### config.mk
export PLATFORM = sky130hd
export DESIGN_NAME = phsc_fifo
export DESIGN_NICKNAME = d
export VERILOG_FILES = /design/src/rtl/phsc_pkg.sv /design/src/rtl/phsc_fifo.sv
export SDC_FILE = /design/constraint.sdc
export NUM_CORES = 1
export LEC_CHECK = 0
export ABC_AREA = 1
export BUFFER_PORTS_ARGS = -buffer_cell sky130_fd_sc_hd__buf_2
export CAP_MARGIN = 20
export CORE_MARGIN = 2
export CORE_UTILIZATION = 50
export DETAILED_ROUTE_END_ITERATION = 12
export PLACE_DENSITY = 0.76
export SYNTH_ARGS = -nofsm -noshare
export SYNTH_HDL_FRONTEND = slang
export SYNTH_SLANG_ARGS = --single-unit
### constraint.sdc
create_clock -name clk -period 3.9 [get_ports clk]
set_input_delay 0.585 -clock clk [delete_from_list [all_inputs] [get_ports clk]]
set_output_delay 0.585 -clock clk [all_outputs]
set_load 0.01 [all_outputs]
### src/rtl/phsc_pkg.sv
// shared types, constants and helpers for the peak-hold strip-chart binner
`default_nettype none
package phsc_pkg;

  localparam int MAX_COLUMNS_DEF = 1024;
  localparam int TIME_BITS_DEF   = 48;
  localparam int MAX_COLUMNS_HI  = 4096;
  localparam int COL_IDX_BITS    = $clog2(MAX_COLUMNS_HI);
  localparam int WIDTH_BITS      = COL_IDX_BITS + 1;

  localparam int CUR_BITS        = 16;
  localparam int VOLT_BITS       = 16;
  localparam int TIME_FIELD_BITS = 48;
  localparam int READ_COL_BITS   = 10;
  localparam int MODE_BITS       = 2;

  localparam int CFG_IDX_BITS    = 2;
  localparam int CFG_DATA_BITS   = 16;
  localparam int INTERVAL_BITS   = 16;
  localparam int COLS_REG_BITS   = 11;
  localparam int INTERVAL_RESET  = 100;
  localparam int COLS_RESET      = 1024;

  localparam int FIFO_DEPTH      = 2;

  typedef enum logic [MODE_BITS-1:0] {
    MODE_REBUILD, MODE_ADVANCE, MODE_SAMPLE, MODE_READ
  } mode_t;

  typedef enum logic [CFG_IDX_BITS-1:0] {
    REG_INTERVAL, REG_LOG_SCALE, REG_COLUMNS
  } reg_idx_t;

  typedef enum logic [2:0] {
    CMD_NOP, CMD_WIPE, CMD_SHIFT, CMD_SAMPLE, CMD_READ
  } cmd_op_t;

  typedef struct packed {
    cmd_op_t                 op;
    logic [COL_IDX_BITS-1:0] col;
    logic [CUR_BITS-1:0]     cur;
    logic [VOLT_BITS-1:0]    volt;
  } cmd_t;

  typedef struct packed {
    logic                  valid;
    logic [CUR_BITS-1:0]   cur;
    logic [VOLT_BITS-1:0]  volt;
  } entry_t;

  typedef struct packed {
    logic                  cols_wr;
    logic [WIDTH_BITS-1:0] new_w;
  } cfg_ev_t;

  typedef enum logic [1:0] {F_IDLE, F_DIV, F_PUSH} front_state_t;

  typedef enum logic [3:0] {
    B_IDLE, B_CLR, B_WIPE, B_SH, B_SHLAST, B_SHCLR, B_SRD, B_SWR,
    B_RRD, B_RCAP, B_SW, B_SWEND, B_OUT
  } back_state_t;

  // floor(w / 6) by reciprocal, exact for w below 32768
  function automatic logic [WIDTH_BITS-1:0] div6(input logic [WIDTH_BITS-1:0] w);
    logic [31:0] p;
    p = 32'(w) * 32'd10923;
    return WIDTH_BITS'(p >> 16);
  endfunction

endpackage
`default_nettype wire

### src/rtl/phsc_fifo.sv
// short command queue between front and back
`default_nettype none
module phsc_fifo import phsc_pkg::*; (
  input  wire logic clk,
  input  wire logic rst_n,
  input  wire logic push_valid,
  output logic      push_ready,
  input  cmd_t      push_cmd,
  output logic      pop_valid,
  input  wire logic pop_ready,
  output cmd_t      pop_cmd
);
  localparam int PW = (FIFO_DEPTH > 1) ? $clog2(FIFO_DEPTH) : 1;
  localparam int NW = $clog2(FIFO_DEPTH + 1);

  cmd_t          slot_r [FIFO_DEPTH];
  logic [PW-1:0] wp_r, rp_r;
  logic [NW-1:0] cnt_r;
  logic          do_push, do_pop;

  assign push_ready = cnt_r != NW'(FIFO_DEPTH);
  assign pop_valid  = cnt_r != '0;
  assign pop_cmd    = slot_r[rp_r];
  assign do_push    = push_valid && push_ready;
  assign do_pop     = pop_valid && pop_ready;

  always_ff @(posedge clk) begin
    if (!rst_n) begin
      wp_r  <= '0;
      rp_r  <= '0;
      cnt_r <= '0;
    end else begin
      if (do_push) begin
        wp_r <= (wp_r == PW'(FIFO_DEPTH - 1)) ? '0 : wp_r + PW'(1);
      end
      if (do_pop) begin
        rp_r <= (rp_r == PW'(FIFO_DEPTH - 1)) ? '0 : rp_r + PW'(1);
      end
      if (do_push && !do_pop) begin
        cnt_r <= cnt_r + NW'(1);
      end else if (do_pop && !do_push) begin
        cnt_r <= cnt_r - NW'(1);
      end
    end
  end

  always_ff @(posedge clk) begin
    if (do_push) begin
      slot_r[wp_r] <= push_cmd;
    end
  end
endmodule
`default_nettype wire

==> flow_metrics.tcl <==
set metrics [dict create \
    stdcell_count 396 \
    ant_nets 0 \
    comb_power_share_pct 24.8 \
    cts_setup_buffers 0 \
    nets 344 \
    yosys-top-cells-area "edfxtp_1 (75%), mux2_4 (12%), mux2_2 (5.1%)" \
    cp.buffers_inverters 2 \
    syn_inst 183 \
    cp.arrival_ns 2.08 \
    wire_per_inst_um 15.2 \
    syn2layout_area_growth_pct 22.2 \
    dp_hpwl_mm 3.99 \
    firstDrtPassIters 4 \
    die_w_um 90.7 \
    grt_pass1_wl_mm 9.42 \
    grt.overflow.total 0 \
    hold_class "in -> reg" \
    slew_headroom_pct 43.8 \
    max_freq_mhz 375 \
    rsz0062_at_grt "false" \
    sw_frac_of_total_pct 26.7 \
    cts.path.max_buffers 2 \
    cellPowerDensity_nw_per_um2 611 \
    clock_skew_ns 0.00533 \
    drive_gt1_share_pct 56.6 \
    pin_count 100 \
    syn-cell-area_um2 3750 \
    cts_htree_levels 3 \
    cts.sinks 99 \
    hold_viol_final 0 \
    ctsResizeCount 0 \
    yosys.area.top_type "edfxtp_1" \
    slowest_stage "dfxtp_2" \
    via_count 1923 \
    yosysSeqAreaShare_pct 77.8 \
    finalCriticalPeriod_ns 2.67 \
    path_cells "buf_4 -> mux2_2 -> buf_2" \
    drt-initial-drc-count 64 \
    fillers 541 \
    end_kind "primary output" \
    post-route-period-util_pct 68.4 \
    synth_nets 235 \
    critPathLaunchType "flop" \
    power.switching_uw 748 \
    cts_tree "done" \
    max-vdd-ir-drop_mv 0.392 \
    grt_pass1_vias 1994 \
    setup-tns-final_ns 0 \
    drv_slew 0 \
    dpl.cell_count 380 \
    critPathMaxFanout 23 \
    cts_buffers 9 \
    die-area_um2 8220 \
    grt_usage_pct 15.1 \
    antenna_found_initial 0 \
    insertion_delay_ns 0.35 \
    cap_violations 0 \
    max_slew.worst_pin.slew_ns 0.840 \
    yosysTopAreaCellShare_pct 75.2 \
    drc 0 \
    vias_per_cell 4.86 \
    crit_family "flip-flops" \
    holdBufCountCts 0 \
    fp-row-count 31 \
    clkPwrFrac_pct 24.6 \
    fp.coreArea_um2 7250 \
    diodes 0 \
    grt_max_degree 48 \
    port_buffers 99 \
    outcome "completed" \
    ys_ff_latch 99 \
    gp_congestion 0.695 \
    path_clk_slew_ns 0.09 \
    fp.dieH_um 90.7 \
    yosys_warnings 0 \
    crit_type "reg -> out" \
    cts-root-buf "clkbuf_8" \
    max_stage_delay_ns 0.76 \
    synth.avg_cell_area_um2 20.5 \
    setup_violations 0 \
    seqPwrFrac_pct 50.6 \
    wl_mm 6.01 \
    synth_cell_types 15 \
    crit_required_ns 3.31 \
    p_int_uw 2050 \
    start_util_pct 51.8 \
    p_leak_uw 0.00180 \
]
## final timing paths
kind,from,endpoint,slack (ns),cells after the start
setup / recovery,flop,pop_cmd[33],1.23,3
setup reg to reg,cnt_r[0],slot_r[1][27],1.78,5
hold / removal,push_cmd[2],slot_r[0][2],0.42,1
hold reg to reg,rp_r,rp_r,0.51,2
## through the flow
step	power (µW)	utilization (%)	worst slack, ns	hold slack [ns]	area (µm²)
final	2800	63.2	1.23	0.419	4590
after global routing	2940	63.2	1.11	0.392	4590
after CTS	2840	63.2	1.18	0.398	4590
after detailed placement	2150	60.3	1.58	0.492	4370
after global placement	2130	60.3	1.59	0.478	4370
after floorplan	1910	-	0.798	0.467	3750
## logic make-up after synthesis
family	share of synthesized area [%]
adders and majority gates	0.333
and+or+nand+nor	2.00
muxes	17.1
AOI/OAI and AO/OA	0.600
DFF	77.8
buffers and inverters	2.13
## final cells by class
| cell class | instances | area [µm²] | area share (%) |
|---|---|---|---|
| sequential | 99 | 2920 | 63.7 |
| multi-input combinational | 71 | 767 | 16.7 |
| timing repair buffer | 103 | 526 | 11.5 |
| clock buffer | 9 | 124 | 2.70 |
| tap | 99 | 124 | 2.70 |
| clock inverter | 7 | 92.6 | 2.02 |
| inverter | 8 | 30.0 | 0.655 |
## power by group through the flow
stage          clock, µW  sequential, µW  combinational, µW
6_report             688            1420                696
4_1_cts              710            1420                710
5_1_grt              749            1440                755
3_3_place_gp           0            1430                694
3_5_place_dp           0            1440                709
2_1_floorplan          0            1410                505
## state kept, by name, indices dropped and copies added, names as in the netlist, named ones only
register  count
cnt_r         2
slot_r       94
rp_r          1
wp_r          1
## layout by cell type (no fill, tap or decap), types with 2 or more instances in the layout
cell type    n
clkbuf_8     9
nor2_4       2
buf_2       99
clkinvlp_4   2
mux2_4      30
nor2_1       6
bufinv_16    2
inv_1        8
o21ai_0      2
dfxtp_1      4
buf_4        4
edfxtp_1    94
nand2_1      9
mux2_2      17
## metal layers
metal	global-route usage [%]	share of wire (%)	vias to the layer above
met5	0	0	-
met4	7.18	2.1	0
met3	4.34	4.9	11
met2	26.3	52	58
met1	17.2	41	940
li1	-	-	914
## cell usage after synthesis, drive strengths merged
| master | n |
|---|---|
| edfxtp | 94 |
| mux2 | 47 |
| nand2 | 9 |
| inv | 8 |
| nor2 | 8 |
| buf | 5 |
| dfxtp | 5 |
| o21ai | 2 |
| a21oi | 1 |
| ha | 1 |
| nand3 | 1 |
| nand4 | 1 |
| o21a | 1 |
(Power assumes the default switching activity.)
