File: src/rtl/phsc_pkg.sv
// shared types, constants and helpers for the peak-hold strip-chart binner
`default_nettype none
package phsc_pkg;

  localparam int MAX_COLUMNS_DEF = 1024;
  localparam int TIME_BITS_DEF   = 48;
  localparam int MAX_COLUMNS_HI  = 4096;
  localparam int COL_IDX_BITS    = $clog2(MAX_COLUMNS_HI);
  localparam int WIDTH_BITS      = COL_IDX_BITS + 1;

  localparam int CUR_BITS        = 16;
  localparam int VOLT_BITS       = 16;
  localparam int TIME_FIELD_BITS = 48;
  localparam int READ_COL_BITS   = 10;
  localparam int MODE_BITS       = 2;

  localparam int CFG_IDX_BITS    = 2;
  localparam int CFG_DATA_BITS   = 16;
  localparam int INTERVAL_BITS   = 16;
  localparam int COLS_REG_BITS   = 11;
  localparam int INTERVAL_RESET  = 100;
  localparam int COLS_RESET      = 1024;

  localparam int FIFO_DEPTH      = 2;

  typedef enum logic [MODE_BITS-1:0] {
    MODE_REBUILD, MODE_ADVANCE, MODE_SAMPLE, MODE_READ
  } mode_t;

  typedef enum logic [CFG_IDX_BITS-1:0] {
    REG_INTERVAL, REG_LOG_SCALE, REG_COLUMNS
  } reg_idx_t;

  typedef enum logic [2:0] {
    CMD_NOP, CMD_WIPE, CMD_SHIFT, CMD_SAMPLE, CMD_READ
  } cmd_op_t;

  typedef struct packed {
    cmd_op_t                 op;
    logic [COL_IDX_BITS-1:0] col;
    logic [CUR_BITS-1:0]     cur;
    logic [VOLT_BITS-1:0]    volt;
  } cmd_t;

  typedef struct packed {
    logic                  valid;
    logic [CUR_BITS-1:0]   cur;
    logic [VOLT_BITS-1:0]  volt;
  } entry_t;

  typedef struct packed {
    logic                  cols_wr;
    logic [WIDTH_BITS-1:0] new_w;
  } cfg_ev_t;

  typedef enum logic [1:0] {F_IDLE, F_DIV, F_PUSH} front_state_t;

  typedef enum logic [3:0] {
    B_IDLE, B_CLR, B_WIPE, B_SH, B_SHLAST, B_SHCLR, B_SRD, B_SWR,
    B_RRD, B_RCAP, B_SW, B_SWEND, B_OUT
  } back_state_t;

  // floor(w / 6) by reciprocal, exact for w below 32768
  function automatic logic [WIDTH_BITS-1:0] div6(input logic [WIDTH_BITS-1:0] w);
    logic [31:0] p;
    p = 32'(w) * 32'd10923;
    return WIDTH_BITS'(p >> 16);
  endfunction

endpackage
`default_nettype wire

File: src/rtl/phsc_if.sv
// input and result channel interfaces
`default_nettype none
interface phsc_in_if import phsc_pkg::*; ();
  logic                       valid;
  logic                       ready;
  logic [MODE_BITS-1:0]       mode;
  logic [TIME_FIELD_BITS-1:0] view_right_ms;
  logic [TIME_FIELD_BITS-1:0] sample_time_ms;
  logic [CUR_BITS-1:0]        sample_current;
  logic [VOLT_BITS-1:0]       sample_voltage;
  logic [READ_COL_BITS-1:0]   read_column;
  modport source (output valid, mode, view_right_ms, sample_time_ms, sample_current,
                  sample_voltage, read_column, input ready);
  modport sink (input valid, mode, view_right_ms, sample_time_ms, sample_current,
                sample_voltage, read_column, output ready);
endinterface

`default_nettype wire

File: src/rtl/phsc_div.sv
// restoring divider, one quotient bit per cycle
`default_nettype none
module phsc_div import phsc_pkg::*; #(
  parameter int N = TIME_BITS_DEF,
  parameter int D = INTERVAL_BITS
) (
  input  wire logic         clk,
  input  wire logic         rst_n,
  input  wire logic         start,
  input  wire logic [N-1:0] dividend,
  input  wire logic [D-1:0] divisor,
  output logic              done,
  output logic [N-1:0]      quot,
  output logic [D-1:0]      rem
);
  localparam int CNTW = $clog2(N + 1);

  logic [N-1:0]    q_r;
  logic [D-1:0]    r_r, d_r, r_nxt;
  logic [CNTW-1:0] cnt_r;
  logic            run_r, done_r, ge;
  logic [D:0]      shifted;

  always_comb begin
    shifted = {r_r, q_r[N-1]};
    ge      = shifted >= {1'b0, d_r};
    r_nxt   = ge ? D'(shifted - {1'b0, d_r}) : D'(shifted);
  end

  always_ff @(posedge clk) begin
    if (!rst_n) begin
      run_r  <= 1'b0;
      done_r <= 1'b0;
      cnt_r  <= '0;
    end else begin
      done_r <= 1'b0;
      if (start) begin
        run_r <= 1'b1;
        cnt_r <= CNTW'(N);
      end else if (run_r) begin
        cnt_r <= cnt_r - CNTW'(1);
        if (cnt_r == CNTW'(1)) begin
          run_r  <= 1'b0;
          done_r <= 1'b1;
        end
      end
    end
  end

  always_ff @(posedge clk) begin
    if (start) begin
      q_r <= dividend;
      r_r <= '0;
      d_r <= divisor;
    end else if (run_r) begin
      q_r <= {q_r[N-2:0], ge};
      r_r <= r_nxt;
    end
  end

  assign done = done_r;
  assign quot = q_r;
  assign rem  = r_r;
endmodule
`default_nettype wire

File: src/rtl/phsc_front.sv
// front end: accepts items, tracks view edge, maps samples to columns
`default_nettype none
module phsc_front import phsc_pkg::*; #(
  parameter int MAX_COLUMNS = MAX_COLUMNS_DEF,
  parameter int TIME_BITS   = TIME_BITS_DEF,
  localparam int CW = $clog2(MAX_COLUMNS + 1)
) (
  input  wire logic                     clk,
  input  wire logic                     rst_n,
  phsc_in_if.sink                       in_ch,
  input  wire logic                     clr_busy,
  input  wire logic                     edge_clr,
  input  wire logic [INTERVAL_BITS-1:0] interval,
  input  wire logic                     log_scale,
  input  wire logic [CW-1:0]            w,
  output logic                          push_valid,
  input  wire logic                     push_ready,
  output cmd_t                          push_cmd
);
  localparam int TB  = TIME_BITS;
  localparam int THW = CW + 5;

  front_state_t           state_r, state_nxt;
  logic [TB-1:0]          re_r, re_nxt, t_r, t_nxt;
  logic [CW-1:0]          fill_r, fill_nxt, base_r;
  logic                   hold_r, hold_nxt, fwd_r, fwd_nxt;
  mode_t                  mode_r, mode_nxt;
  logic [CUR_BITS-1:0]    cur_r, cur_nxt;
  logic [VOLT_BITS-1:0]   volt_r, volt_nxt;
  cmd_t                   cmd_r, cmd_nxt;

  logic                     acc, div_start, div_done;
  logic [TB-1:0]            div_a, div_q, t_in;
  logic [INTERVAL_BITS-1:0] unit, div_rem;

  assign in_ch.ready = (state_r == F_IDLE) && !clr_busy;
  assign acc         = in_ch.valid && in_ch.ready;
  assign unit        = (interval == '0) ? INTERVAL_BITS'(1) : interval;
  assign push_valid  = (state_r == F_PUSH);
  assign push_cmd    = cmd_r;

  phsc_div #(.N(TB), .D(INTERVAL_BITS)) u_div (
    .clk      (clk),
    .rst_n    (rst_n),
    .start    (div_start),
    .dividend (div_a),
    .divisor  (unit),
    .done     (div_done),
    .quot     (div_q),
    .rem      (div_rem)
  );

  always_comb begin
    logic [TB:0]    qc;
    logic [CW-1:0]  s, lim;
    logic [THW-1:0] b, t1, t2, t3, t4, t5, al, col;
    logic           col_ok;
    state_nxt = state_r;
    re_nxt    = re_r;
    fill_nxt  = fill_r;
    hold_nxt  = hold_r;
    mode_nxt  = mode_r;
    t_nxt     = t_r;
    cur_nxt   = cur_r;
    volt_nxt  = volt_r;
    fwd_nxt   = fwd_r;
    cmd_nxt   = cmd_r;
    div_start = 1'b0;
    div_a     = '0;
    t_in      = (mode_t'(in_ch.mode) == MODE_SAMPLE) ? TB'(in_ch.sample_time_ms)
                                                       : TB'(in_ch.view_right_ms);
    qc     = {1'b0, div_q} + (TB + 1)'(div_rem != '0);
    s      = CW'(div_q);
    lim    = (fill_r < w) ? fill_r : w;
    b      = THW'(base_r);
    t1     = b << 1;
    t2     = b << 2;
    t3     = b << 3;
    t4     = b << 4;
    t5     = (THW'(w) << 4) - (b << 6);
    al     = THW'(div_q);
    col    = '0;
    col_ok = 1'b0;
    case (state_r)
      F_IDLE: begin
        if (acc) begin
          mode_nxt  = mode_t'(in_ch.mode);
          t_nxt     = t_in;
          cur_nxt   = in_ch.sample_current;
          volt_nxt  = in_ch.sample_voltage;
          cmd_nxt   = '0;
          state_nxt = F_PUSH;
          case (mode_t'(in_ch.mode))
            MODE_REBUILD: begin
              if (w != '0) begin
                re_nxt      = t_in;
                fill_nxt    = w;
                hold_nxt    = 1'b0;
                cmd_nxt.op  = CMD_WIPE;
              end
            end
            MODE_ADVANCE: begin
              if (w != '0) begin
                if (re_r == '0 || log_scale) begin
                  re_nxt     = t_in;
                  fill_nxt   = w;
                  hold_nxt   = 1'b0;
                  cmd_nxt.op = CMD_WIPE;
                end else begin
                  div_start = 1'b1;
                  fwd_nxt   = t_in >= re_r;
                  div_a     = (t_in >= re_r) ? t_in - re_r : re_r - t_in;
                  state_nxt = F_DIV;
                end
              end
            end
            MODE_SAMPLE: begin
              if (t_in <= re_r) begin
                div_start = 1'b1;
                div_a     = re_r - t_in;
                state_nxt = F_DIV;
              end
            end
            MODE_READ: begin
              if (32'(in_ch.read_column) < 32'(w)) begin
                cmd_nxt.op  = CMD_READ;
                cmd_nxt.col = COL_IDX_BITS'(in_ch.read_column);
              end
            end
            default: ;
          endcase
        end
      end
      F_DIV: begin
        if (div_done) begin
          state_nxt = F_PUSH;
          case (mode_r)
            MODE_ADVANCE: begin
              if ((fwd_r && div_q >= TB'(w)) || (!fwd_r && qc >= (TB + 1)'(w))) begin
                re_nxt     = t_r;
                fill_nxt   = w;
                hold_nxt   = 1'b0;
                cmd_nxt.op = CMD_WIPE;
              end else if (fwd_r) begin
                if (s != '0) begin
                  cmd_nxt.op  = CMD_SHIFT;
                  cmd_nxt.col = COL_IDX_BITS'(s);
                end
                fill_nxt = ((s > CW'(1)) ? s : CW'(1)) + CW'(1);
                hold_nxt = (s == '0);
                re_nxt   = t_r;
              end else begin
                fill_nxt = CW'(2);
                hold_nxt = 1'b0;
                re_nxt   = t_r;
              end
            end
            MODE_SAMPLE: begin
              if (log_scale) begin
                col_ok = div_q < TB'(t5);
                if (div_q < TB'(t1))      col = al;
                else if (div_q < TB'(t2)) col = t1 + ((al - t1) >> 1);
                else if (div_q < TB'(t3)) col = (b * THW'(3)) + ((al - t2) >> 2);
                else if (div_q < TB'(t4)) col = t2 + ((al - t3) >> 3);
                else                      col = (b * THW'(5)) + ((al - t4) >> 4);
              end else begin
                col_ok = div_q < TB'(w);
                col    = al;
              end
              if (col_ok && CW'(col) < lim && !(hold_r && col == '0)) begin
                cmd_nxt.op   = CMD_SAMPLE;
                cmd_nxt.col  = COL_IDX_BITS'(col);
                cmd_nxt.cur  = cur_r;
                cmd_nxt.volt = volt_r;
              end
            end
            default: ;
          endcase
        end
      end
      F_PUSH: begin
        if (push_ready) begin
          state_nxt = F_IDLE;
        end
      end
      default: state_nxt = F_IDLE;
    endcase
  end

  always_ff @(posedge clk) begin
    if (!rst_n) begin
      state_r <= F_IDLE;
      re_r    <= '0;
      fill_r  <= '0;
      hold_r  <= 1'b0;
    end else begin
      state_r <= state_nxt;
      re_r    <= edge_clr ? '0 : re_nxt;
      fill_r  <= fill_nxt;
      hold_r  <= hold_nxt;
    end
  end

  always_ff @(posedge clk) begin
    mode_r <= mode_nxt;
    t_r    <= t_nxt;
    cur_r  <= cur_nxt;
    volt_r <= volt_nxt;
    fwd_r  <= fwd_nxt;
    cmd_r  <= cmd_nxt;
    base_r <= CW'(div6(WIDTH_BITS'(w)));
  end
endmodule
`default_nettype wire

File: src/flat_wrapper.sv
// flat-port wrapper written by rule: the top's interface ports become plain ports
module phsc_front_flat import phsc_pkg::*;
#(
  parameter int MAX_COLUMNS = MAX_COLUMNS_DEF,
  parameter int TIME_BITS   = TIME_BITS_DEF,
  localparam int CW = $clog2(MAX_COLUMNS + 1)
)
  (clk, rst_n, clr_busy, edge_clr, interval, log_scale, w, push_valid, push_ready, push_cmd, in_ch_valid, in_ch_mode, in_ch_view_right_ms, in_ch_sample_time_ms, in_ch_sample_current, in_ch_sample_voltage, in_ch_read_column, in_ch_ready);
  phsc_in_if in_ch_i ();
  input  wire logic clk;
  input  wire logic rst_n;
  input  wire logic clr_busy;
  input  wire logic edge_clr;
  input  wire logic [INTERVAL_BITS-1:0] interval;
  input  wire logic log_scale;
  input  wire logic [CW-1:0] w;
  output logic push_valid;
  input  wire logic push_ready;
  output cmd_t push_cmd;
  input wire logic [$bits(in_ch_i.valid)-1:0] in_ch_valid;
  input wire logic [$bits(in_ch_i.mode)-1:0] in_ch_mode;
  input wire logic [$bits(in_ch_i.view_right_ms)-1:0] in_ch_view_right_ms;
  input wire logic [$bits(in_ch_i.sample_time_ms)-1:0] in_ch_sample_time_ms;
  input wire logic [$bits(in_ch_i.sample_current)-1:0] in_ch_sample_current;
  input wire logic [$bits(in_ch_i.sample_voltage)-1:0] in_ch_sample_voltage;
  input wire logic [$bits(in_ch_i.read_column)-1:0] in_ch_read_column;
  output wire logic [$bits(in_ch_i.ready)-1:0] in_ch_ready;
  assign in_ch_i.valid = in_ch_valid;
  assign in_ch_i.mode = in_ch_mode;
  assign in_ch_i.view_right_ms = in_ch_view_right_ms;
  assign in_ch_i.sample_time_ms = in_ch_sample_time_ms;
  assign in_ch_i.sample_current = in_ch_sample_current;
  assign in_ch_i.sample_voltage = in_ch_sample_voltage;
  assign in_ch_i.read_column = in_ch_read_column;
  assign in_ch_ready = in_ch_i.ready;
  phsc_front #(.MAX_COLUMNS(MAX_COLUMNS), .TIME_BITS(TIME_BITS)) u_core (.clk(clk), .rst_n(rst_n), .in_ch(in_ch_i), .clr_busy(clr_busy), .edge_clr(edge_clr), .interval(interval), .log_scale(log_scale), .w(w), .push_valid(push_valid), .push_ready(push_ready), .push_cmd(push_cmd));
endmodule
File: config.mk
export PLATFORM = sky130hd
export DESIGN_NAME = phsc_front_flat
export DESIGN_NICKNAME = d
export VERILOG_FILES = /design/src/rtl/phsc_pkg.sv /design/src/rtl/phsc_if.sv /design/src/rtl/phsc_div.sv /design/src/rtl/phsc_front.sv /design/src/flat_wrapper.sv
export SDC_FILE = /design/constraint.sdc
export NUM_CORES = 1
export LEC_CHECK = 0
export BUFFER_PORTS_ARGS = -buffer_cell sky130_fd_sc_hd__buf_2
export CORE_ASPECT_RATIO = 0.9
export CORE_MARGIN = 5
export CORE_UTILIZATION = 50
export DETAILED_ROUTE_END_ITERATION = 7
export PLACE_DENSITY = 0.68
export SYNTH_ARGS = -nofsm -noshare
export SYNTH_HDL_FRONTEND = slang
export SYNTH_HIERARCHICAL = 1
export SYNTH_SLANG_ARGS = --single-unit
File: constraint.sdc
create_clock -name clk -period 9.6 [get_ports clk]
set_input_delay 0 -clock clk [delete_from_list [all_inputs] [get_ports clk]]
set_output_delay 0 -clock clk [all_outputs]
set_load 0.01 [all_outputs]
==> results of run 1 <==
==> layer usage <==
layer  track usage  routed length (um)  vias up
li1              -                   -    12600
met1         0.406               41600    12900
met2         0.475               42900     1032
met3        0.0333                6560      173
met4         0.102                3510        0
met5             0                   0        -
==> worst max-delay path, delay by kind of cell (launching register included) <==
kind / cells / cell delay (ns)
multiplexers: 1 / 0.13
AO/OA/AOI/OAI: 14 / 3.67
buffers and inverters: 2 / 0.48
AND/OR/NAND/NOR: 11 / 1.51
XOR/XNOR: 1 / 0.11
adder cells (fa/ha/maj): 4 / 1.58
flip-flops: 1 / 0.64
==> registers in the layout, indices dropped and copies added, names as in the netlist <==
signal	cells
u_core/re_r	48
u_core/t_r	48
u_core/u_div/quot	48
u_core/push_cmd	47
u_core/cur_r	16
u_core/u_div/d_r	16
u_core/u_div/rem	16
u_core/volt_r	16
u_core/fill_r	11
u_core/base_r	9
u_core/u_div/cnt_r	6
u_core/mode_r	2
u_core/state_r	2
u_core/fwd_r	1
u_core/hold_r	1
u_core/u_div/done	1
u_core/u_div/run_r	1
==> power by group through the flow <==
stage	logic [mW]	clock network, mW	registers (mW)
finish	5.82	1.32	1.57
global route	6.38	1.39	1.58
CTS	5.70	1.34	1.57
detailed placement	5.58	0	1.59
global placement	5.50	0	1.59
floorplan	4.16	0	1.54
==> through the flow <==
step	area [um2]	worst slack, ns	instances
2_1_floorplan	28600	2.13	3280
3_3_place_gp	30300	1.48	4136
3_5_place_dp	30300	1.23	4136
4_1_cts	33000	1.20	4366
5_1_grt	33000	0.313	4366
6_report	33000	1.04	4366
==> final cells by class <==
type	count	area (um2)
repair buffers	414	2970
inverters	288	1080
multi-input cells	2546	19200
clock inverters	16	155
flip-flops and latches	289	7730
fillers	5029	23800
well taps	765	957
clock buffers	48	955
==> cell families after synthesis <==
kind of cell,count (synthesis),synth area share
AOI/OAI and AO/OA,967,0.227
and+or+nand+nor,918,0.159
buffers and inverters,445,0.0615
adders and majority gates,417,0.199
DFF,289,0.270
muxes,135,0.0497
xor gates and xnor gates,109,0.0334
==> worst paths after layout <==
check,startpoint,end,slack [ns]
worst max-delay path,u_core/base_r[1],u_core/push_cmd[19],1.04
worst max register to register,u_core/base_r[1],u_core/push_cmd[19],1.04
worst min register to register,u_core/hold_r,u_core/hold_r,0.47
worst min-delay path,in_ch_sample_time_ms[11],u_core/re_r[11],0.01
==> placed cells by master, fill, tap and decap left out, types with 82 or more instances in the layout <==
| cell | n |
|---|---|
| nor2_1 | 318 |
| a211oi_1 | 92 |
| buf_2 | 222 |
| nand2_1 | 150 |
| ha_1 | 352 |
| a21o_1 | 97 |
| a21oi_1 | 266 |
| dfxtp_1 | 95 |
| dlygate4sd3_1 | 166 |
| edfxtp_1 | 194 |
| o21ai_0 | 150 |
| inv_1 | 286 |
| mux2i_1 | 82 |
==> reports/metrics.yaml, run 1 <==
pwr:
  leakage_nw: 14.0
  seqPwrFrac: 0.180
  peakVddDrop_uv: 194
  p_sw_frac: 0.473
  p_clk_frac: 0.151
  comb_power_share: 0.668
  p_switching_mw: 4.12
  p_int_mw: 4.58
  finalPower_mw: 8.70
  p_per_area_nw_per_um2: 264
final_layout:
  n_antenna_cell: 0
  fin_nets: 4165
  syn2layout_area_growth_pct: 15.5
  postLayoutCoreUtil: 0.581
  drive_gt1_frac: 0.113
floorplanning:
  die_w_um: 262
  core_area_um2: 56800
  die-area_um2: 62100
  ioPinCount: 223
  initial_utilization: 0.504
  rows: 83
  chipHeight_um: 237
grt:
  antenna_found_initial: 0
  grt_first_pass_wirelength_um: 145000
  grt-ovfl-total: 0
  grt_max_degree: 80
  grt_pass1_vias: 26100
  grt_usage: 0.292
sta:
  relSlewSlack: 0.186
  hold_violations: 0
  tns_ns: 0
  worst_pin_slew_ns: 1.21
  fmax_mhz: 117
  setup_violations: 0
  finalCritPeriodShare: 0.891
  grt_setup_unrepaired: "false"
  hold_ws_ns: 0.0129
  slew_violations: 0
  min_period_ns: 8.56
  fin_worst_skew_ns: 0.0182
detailed_routing:
  drcViolationCount: 0
  viasPerCell: 6.13
  wirelength_um: 94600
  ant_nets: 0
  vias: 26800
  drt_iter0_drc: 2304
  post_drt_wl_per_cell_um: 21.7
  first_pass_iters: 5
synthesis:
  async_flop_share: 0
  synthCells: 3280
  ys_ff_latch: 289
  syn_area_per_cell_um2: 8.72
  ys_warn_count: 6
  ys_seq_area_frac: 0.270
  synth.most_common_cell: "ha_1"
  synth.top_cells.by_count: "353 x ha_1, 320 x nor2_1, 288 x inv_1"
  ys.flop_type: "edfxtp_1"
  synth_edf_count: 194
  ys_types: 92
  synth_area_leader_cell: "edfxtp_1"
  synth_top_cell_area_share: 0.204
  syn-num-nets: 3871
  syn_area_um2: 28600
  synthTopCellsByArea: "edfxtp_1 20%, ha_1 15%, dfxtp_1 6.6%, a21oi_1 4.7%, fa_1 4.5%"
setup_path:
  cp.arrival_ns: 8.72
  worstPathRequired_ns: 9.76
  crit_path_frequent_cell: "o21ai_0"
  crit_slowest_cell: "o21ai_4"
  reg2reg_depth: 33
  cp-end-kind: "flip-flop"
  critical_path_class: "reg2reg"
  startpoint_type: "flip-flop"
  critical-path-max-stage-delay_ns: 0.87
  crit_fanout: 32
clock_network:
  post_cts_resize_count: 0
  clk_root_buffer_cell: "clkbuf_16"
  cts_setup_buffers: 0
  clk_pin_slew_ns: 0.06
  clk_latency_ns: 0.56
  cts.path.max_buffers: 3
  cts_hold_buffers: 166
  cts_tree: "built"
  cts_buffers: 35
  htreeDepth: 2
  cts.sinks: 289
run:
  drv_cap: 0
hold_path:
  hp-class: "in2reg"
  holdPathStages: 5
place:
  place_congestion: 0.994
  numPortBuffers: 222
  dpl.hpwl_um: 70700
run_status:
  outcome: "completed"
No activity file was read; power rests on OpenSTA's default activity.
==> run 2, diff against run 1 <==
ABC_AREA = 1   (was unset)
==> run 2 against run 1 <==
  * Fmax is 14% higher
  * Global-route usage is 1.4 points higher
  * First-iteration DRC count is 23% higher
  * Critical endpoint is now u_core/push_cmd[30]
  * Sequential share of layout area is 1.8 points lower
  * Register-to-register slack better by 1.0 ns
  * Die area is 8.4% higher
  * Via count is 16% higher
  * Wire length is 12% higher
  * Non-clock buffer count is 3 lower
  * Clock skew is 0.020 ns higher
  * Combinational power is 9.6% higher
==> reports/metrics.yaml, run 2 <==
clock_network:
  htreeDepth: 2  # unchanged
  cts.path.max_buffers: 3  # unchanged
  cts_tree: "built"
  clk_pin_slew_ns: 0.06  # about the same
  cts.sinks: 289  # unchanged
  clk_root_buffer_cell: "clkbuf_16"
  cts_buffers: 35  # unchanged
  clk_latency_ns: 0.58  # +0.02 ns
  post_cts_resize_count: 0  # unchanged
sta:
  tns_ns: 0  # unchanged
  fmax_mhz: 133  # +14%
  hold_ws_ns: 0.0131  # +0.000199 ns
  finalCritPeriodShare: 0.784  # -0.107
  slew_violations: 0  # unchanged
  worst_pin_slew_ns: 1.23  # +0.0119 ns
  post-route-worst-setup-slack_ns: 2.07  # +1.03 ns
  hold_violations: 0  # unchanged
  relSlewSlack: 0.181  # -0.00432
  fin_worst_skew_ns: 0.0383  # +0.0202 ns
  min_period_ns: 7.53  # -1.03 ns
  grt_setup_unrepaired: "false"
  setup_violations: 0  # unchanged
setup_path:
  critical-path-max-stage-delay_ns: 0.96  # +0.09 ns
  reg2reg_to: "u_core/push_cmd[30]"
  worstPathRequired_ns: 9.76  # about the same
  crit_fanout: 32  # unchanged
  cp.arrival_ns: 7.69  # -1.03 ns
  cp-end-kind: "flip-flop"
  reg2reg_depth: 31  # -6.1%
  startpoint_type: "flip-flop"
  ff2ff_setup_slack_ns: 2.07  # +1.03 ns
  crit_path_frequent_cell: "nand2_1"
  critical_path_class: "reg2reg"
  crit_slowest_cell: "a21oi_4"
  r2r-start: "u_core/base_r[1]"
pwr:
  finalPower_mw: 9.43  # +8.4%
  p_per_area_nw_per_um2: 263  # about the same
  peakVddDrop_uv: 236  # +22%
  leakage_nw: 17.4  # +24%
synthesis:
  syn_area_um2: 31100  # +8.8%
  syn_area_per_cell_um2: 6.84  # -22%
  async_flop_share: 0  # unchanged
  ys_warn_count: 6  # unchanged
  synth_area_leader_cell: "edfxtp_1"
  synthTopCellsByArea: "edfxtp_1 19%, nand2_1 15%, ha_1 14%, inv_1 8.1%, dfxtp_1 6.1%"
  ys.flop_type: "edfxtp_1"
  ys_types: 58  # -37%
  synth_edf_count: 194  # unchanged
  synthCells: 4552  # +39%
  synth.top_cells.by_count: "1229 x nand2_1, 670 x inv_1, 419 x nor2_1"
  syn-num-nets: 5143  # +33%
  ys_seq_area_frac: 0.248  # -0.0218
  ys_ff_latch: 289  # unchanged
  synth.most_common_cell: "nand2_1"
  synth_top_cell_area_share: 0.187  # -0.0165
floorplanning:
  die_w_um: 273  # +4.1%
  initial_utilization: 0.507  # +0.00296
  chipHeight_um: 247  # +4.1%
  core_area_um2: 61400  # +8.2%
  die-area_um2: 67300  # +8.4%
  ioPinCount: 223  # unchanged
  rows: 86  # +3.6%
final_layout:
  layout_commonest_cell: "nand2_1"
  fin_nets: 5461  # +31%
  fin_cells: 5734  # +31%
  seq_area_um2: 7730  # unchanged
  syn2layout_area_growth_pct: 15.0
  fillCellCount: 5879  # +17%
  multi_input_area_um2: 20300  # +5.7%
  postLayoutCoreUtil: 0.583  # +0.00122
  finalInstanceArea_um2: 35800  # +8.4%
  drive_gt1_frac: 0.0800  # -0.0333
  final_cell_mix: "1229 x nand2_1, 666 x inv_1, 418 x nor2_1"
place:
  numPortBuffers: 222  # unchanged
  dpl_worst_slack_ns: 2.16  # +0.930 ns
  dpl_cell_area_um2: 32900  # +8.8%
  place_inst: 5506  # +33%
  dpl.hpwl_um: 83300  # +18%
  place_congestion: 1.00  # +0.82%
detailed_routing:
  drt_iter0_drc: 2828  # +23%
  first_pass_iters: 6  # +1
  post_drt_wl_per_cell_um: 18.5  # -15%
  wirelength_um: 106000  # +12%
  viasPerCell: 5.43  # -11%
  vias: 31100  # +16%
  ant_nets: 0  # unchanged
  drcViolationCount: 0  # unchanged
hold_path:
  hp-class: "in2reg"
  whs_endpoint: "u_core/re_r[3]"
  hold_start: "in_ch_sample_time_ms[3]"
  holdPathStages: 7  # +2
grt:
  grt_usage: 0.307  # +0.0144
  grt_max_degree: 94  # +18%
  grt_pass1_vias: 29400  # +13%
  grt-ovfl-total: 0  # unchanged
  antenna_found_initial: 1  # +1
  grt_first_pass_wirelength_um: 165000  # +13%
run:
  drv_cap: 0  # unchanged
run_status:
  outcome: "completed"
[run 2: cell types whose count changed after synthesis, moves of 44 or more]
cell	before	now
a211oi_1	92	7
a21o_1	97	17
a21oi_1	266	321
and2_1	47	3
inv_1	288	670
mux2_2	52	0
mux2i_1	82	0
nand2_1	150	1229
nand3_1	78	228
nor2_1	320	419
o21ai_0	151	261
xor2_1	32	140
[run 2: metal layers]
layer | share of wire | vias up | global-route usage
li1 | - | 15500 | -
met1 | 0.47 | 14300 | 0.452
met2 | 0.43 | 1160 | 0.482
met3 | 0.076 | 156 | 0.0434
met4 | 0.023 | 2 | 0.0669
met5 | 0.00012 | - | 0
[run 2: where the power goes]
| group | leakage [nW] | switching (mW) | internal, mW |
|---|---|---|---|
| Combinational | 14.2 | 4.02 | 2.35 |
| Sequential | 2.59 | 0.138 | 1.46 |
| Clock | 0.605 | 0.586 | 0.867 |
| Total | 17.4 | 4.75 | 4.68 |
[run 2: how the worst max path moves through the flow]
stage | start | end | slack [ns] | cells after the start
4_1_cts | u_core/base_r[1] | u_core/push_cmd[31] | 2.10 | 29
3_3_place_gp | u_core/base_r[1] | u_core/push_cmd[15] | 2.31 | 31
6_report | u_core/base_r[1] | u_core/push_cmd[30] | 2.07 | 31
2_1_floorplan | u_core/base_r[1] | u_core/push_cmd[0] | 2.75 | 29
5_1_grt | u_core/base_r[1] | u_core/push_cmd[0] | 1.51 | 31
3_5_place_dp | u_core/base_r[1] | u_core/push_cmd[0] | 2.16 | 29
[run 2: critical path, delay by kind of cell, from the launching register on]
family          cells  cell delay, ns
flops               1            0.60
fa+ha+maj           4            1.56
buf+inv             3            0.51
compound gates      9            2.82
xor+xnor            1            0.15
simple gates       14            1.40
[run 2: area by class of cell]
class	instances	share of cell area
Multi-Input combinational cell	3450	0.567
Sequential cell	289	0.216
Timing Repair Buffer	411	0.0821
Inverter	683	0.0717
Tap cell	836	0.0292
Clock buffer	41	0.0260
Clock inverter	23	0.00856
Antenna cell	1	0.0000699
[run 2: logic make-up after synthesis]
logic type	share of synthesized area
xor gates and xnor gates	0.0526
and+or+nand+nor	0.276
DFF	0.248
AOI/OAI and AO/OA	0.139
adders and majority gates	0.183
buffers and inverters	0.101
[run 2: what timing repair did]
item	CTS	global route
hold endpoints to repair	138	0
hold buffers	163	0
buffers inserted	0	0
==> run 3, diff against run 2 <==
PLACE_DENSITY = 0.71   (was 0.68)
clock period = 6.04 ns   (was 9.6 ns; I/O delays follow)
==> run 3 against run 2 <==
  * The run now ends with DRC left
  * Combinational power grew 65%
  * Total power grew 59%
  * Clock-buffer cell count decreased by 5
  * Sequential cell count stayed put
  * Critical endpoint is now u_core/push_cmd[0]
==> reports/metrics.yaml, run 3 (synthesized netlist as in run 2, its figures left out) <==
run_status:
  outcome: "finished with violations"
  violations: "DRC"
setup_path:
  reg2reg_depth: 29  # -6.5%
  path_buf_inv: 3  # unchanged
  critical_path_class: "reg2reg"
  ff2ff_setup_slack_ns: 0.33  # -1.74 ns
  crit_family: "adder cells"
  cp-endpoint: "u_core/push_cmd[0]"
  crit_fanout: 16  # -50%
  cp.arrival_ns: 6.02  # -1.67 ns
  reg2reg_to: "u_core/push_cmd[0]"
  crit_start: "u_core/u_div/quot[6]"
  r2r-start: "u_core/u_div/quot[6]"
  crit_path_frequent_cell: "nand2_1"
  startpoint_type: "flip-flop"
  path_depth: 29  # -6.5%
  crit_slowest_cell: "fa_1"
  critical-path-max-stage-delay_ns: 0.52  # -0.44 ns
  cp-end-kind: "flip-flop"
  worstPathRequired_ns: 6.35  # -3.41 ns
final_layout:
  drive_gt1_frac: 0.0921  # +0.0120
  multi_input_area_um2: 20400  # +0.54%
  seq_area_um2: 7730  # unchanged
  final_cell_mix: "1228 x nand2_1, 666 x inv_1, 418 x nor2_1"
  syn2layout_area_growth_pct: 16.4
  layout_commonest_cell: "nand2_1"
  fillCellCount: 5868  # -0.19%
  fin_nets: 5507  # +0.84%
  finalInstanceArea_um2: 36200  # +1.2%
place:
  dpl_worst_slack_ns: 0.119  # -2.04 ns
  dpl.hpwl_um: 83300  # about the same
  numPortBuffers: 222  # unchanged
  dpl_cell_area_um2: 33300  # +1.2%
  place_congestion: 1.02  # +2.2%
sta:
  finalCritPeriodShare: 0.945  # +0.161
  post-route-worst-setup-slack_ns: 0.331  # -1.74 ns
  min_period_ns: 5.71  # -1.82 ns
  worst_pin_slew_ns: 1.16  # -0.0640 ns
  relSlewSlack: 0.216  # +0.0346
  tns_ns: 0  # unchanged
  hold_violations: 0  # unchanged
  slew_violations: 0  # unchanged
  fin_worst_skew_ns: 0.0176  # -0.0207 ns
  setup_violations: 0  # unchanged
  fmax_mhz: 175  # +32%
floorplanning:
  rows: 86  # unchanged
  initial_utilization: 0.507  # unchanged
  chipHeight_um: 247  # unchanged
  core_area_um2: 61400  # unchanged
  die_w_um: 273  # unchanged
  ioPinCount: 223  # unchanged
  die-area_um2: 67300  # unchanged
pwr:
  p_per_area_nw_per_um2: 415  # +58%
  p_int_mw: 7.43  # +59%
  comb_power_share: 0.701  # +0.025
  p_clk_frac: 0.137  # -0.017
  leakage_nw: 17.6  # +1.1%
  finalPower_mw: 15.0  # +59%
  p_sw_frac: 0.506  # +0.00245
  peakVddDrop_uv: 374  # +59%
  p_switching_mw: 7.61  # +60%
  seqPwrFrac: 0.162  # -0.008
clock_network:
  cts_buffers: 31  # -11%
  cts.sinks: 289  # unchanged
  cts_tree: "built"
  cts.path.max_buffers: 3  # unchanged
  clk_pin_slew_ns: 0.07  # about the same
  clk_latency_ns: 0.61  # +0.03 ns
  clk_root_buffer_cell: "clkbuf_16"
  htreeDepth: 1  # -1
detailed_routing:
  post_drt_wl_per_cell_um: 18.4  # -0.43%
  drcViolationCount: 1  # +1
  drt_iter0_drc: 2739  # -3.1%
  first_pass_iters: 8  # +2
  ant_nets: 0  # unchanged
  vias: 31500  # +1.2%
  viasPerCell: 5.45  # +0.42%
  wirelength_um: 106000  # +0.33%
grt:
  grt_pass1_vias: 29800  # +1.4%
  antenna_found_initial: 4  # +3
  grt-ovfl-total: 0  # unchanged
  grt_first_pass_wirelength_um: 165000  # +0.13%
  grt_max_degree: 100  # +6.4%
  grt_usage: 0.306  # -0.00128
run:
  drv_cap: 0  # unchanged
hold_path:
  hp-class: "in2reg"
[run 3: cell types whose count changed in the layout (fill, tap and decap cells not counted), moves of 3 or more]
cell | previous run | this run
buf_4 | 26 | 67
ha_1 | 352 | 345
buf_12 | 0 | 5
ha_2 | 1 | 6
a21oi_1 | 319 | 315
clkbuf_16 | 36 | 32
inv_6 | 5 | 1
a21oi_2 | 0 | 3
o21ai_0 | 261 | 258
[run 3: area by class of cell]
cell class                      instances  area share
Clock inverter                         22     0.00750
Inverter                              683      0.0709
Sequential cell                       289       0.213
Tap cell                              836      0.0289
Multi-Input combinational cell       3450       0.563
Antenna cell                            1   0.0000691
Timing Repair Buffer                  461      0.0939
Clock buffer                           36      0.0225
[run 3: through the flow]
step | util | hold slack [ns] | std cells
after global placement | 0.542 | 0.177 | 5551
after CTS | 0.587 | 0.00734 | 5774
after global routing | 0.590 | 0.0817 | 5777
after floorplan | - | 0.0549 | 4552
final | 0.590 | 0.0283 | 5778
after detailed placement | 0.542 | 0.178 | 5551
[run 3: how the worst min path moves through the flow]
stage | start | end | slack [ns] | depth (start not counted)
2_1_floorplan | clr_busy | in_ch_ready | 0.05 | 1
3_3_place_gp | in_ch_sample_current[14] | u_core/cur_r[14] | 0.18 | 1
3_5_place_dp | in_ch_sample_voltage[13] | u_core/volt_r[13] | 0.18 | 1
4_1_cts | in_ch_sample_time_ms[46] | u_core/re_r[46] | 0.007 | 7
5_1_grt | in_ch_view_right_ms[44] | u_core/re_r[44] | 0.08 | 7
6_report | in_ch_sample_time_ms[46] | u_core/re_r[46] | 0.03 | 7
[run 3: power by group through the flow]
stage / clock [mW] / sequential (mW) / combinational, mW
5_1_grt: 2.18 / 2.46 / 11.9
6_report: 2.06 / 2.44 / 10.5
2_1_floorplan: 0 / 2.53 / 7.29
3_5_place_dp: 0 / 2.48 / 10.1
4_1_cts: 2.10 / 2.44 / 10.2
3_3_place_gp: 0 / 2.47 / 10.0
[run 3: per-layer routing]
metal  routed length, um  GRT usage
met1               48200      0.439
met3                8650     0.0460
met5                  41          0
met4                2670     0.0676
met2               46800      0.491
[run 3: worst register-to-register path, delay by kind of cell (launching register included)]
| family | cells | cell delay [ns] |
|---|---|---|
| compound gates | 7 | 1.09 |
| xor+xnor | 1 | 0.40 |
| fa+ha+maj | 4 | 1.52 |
| buf+inv | 3 | 0.45 |
| flops | 1 | 0.43 |
| simple gates | 14 | 1.51 |
[run 3: repair_timing]
action / 4_1_cts / 5_1_grt
hold buffers: 165 / 0
resized for setup: 0 / 25
endpoints found under the setup margin: 0 / 47
hold endpoints to repair: 166 / 0
setup buffers: 0 / 1
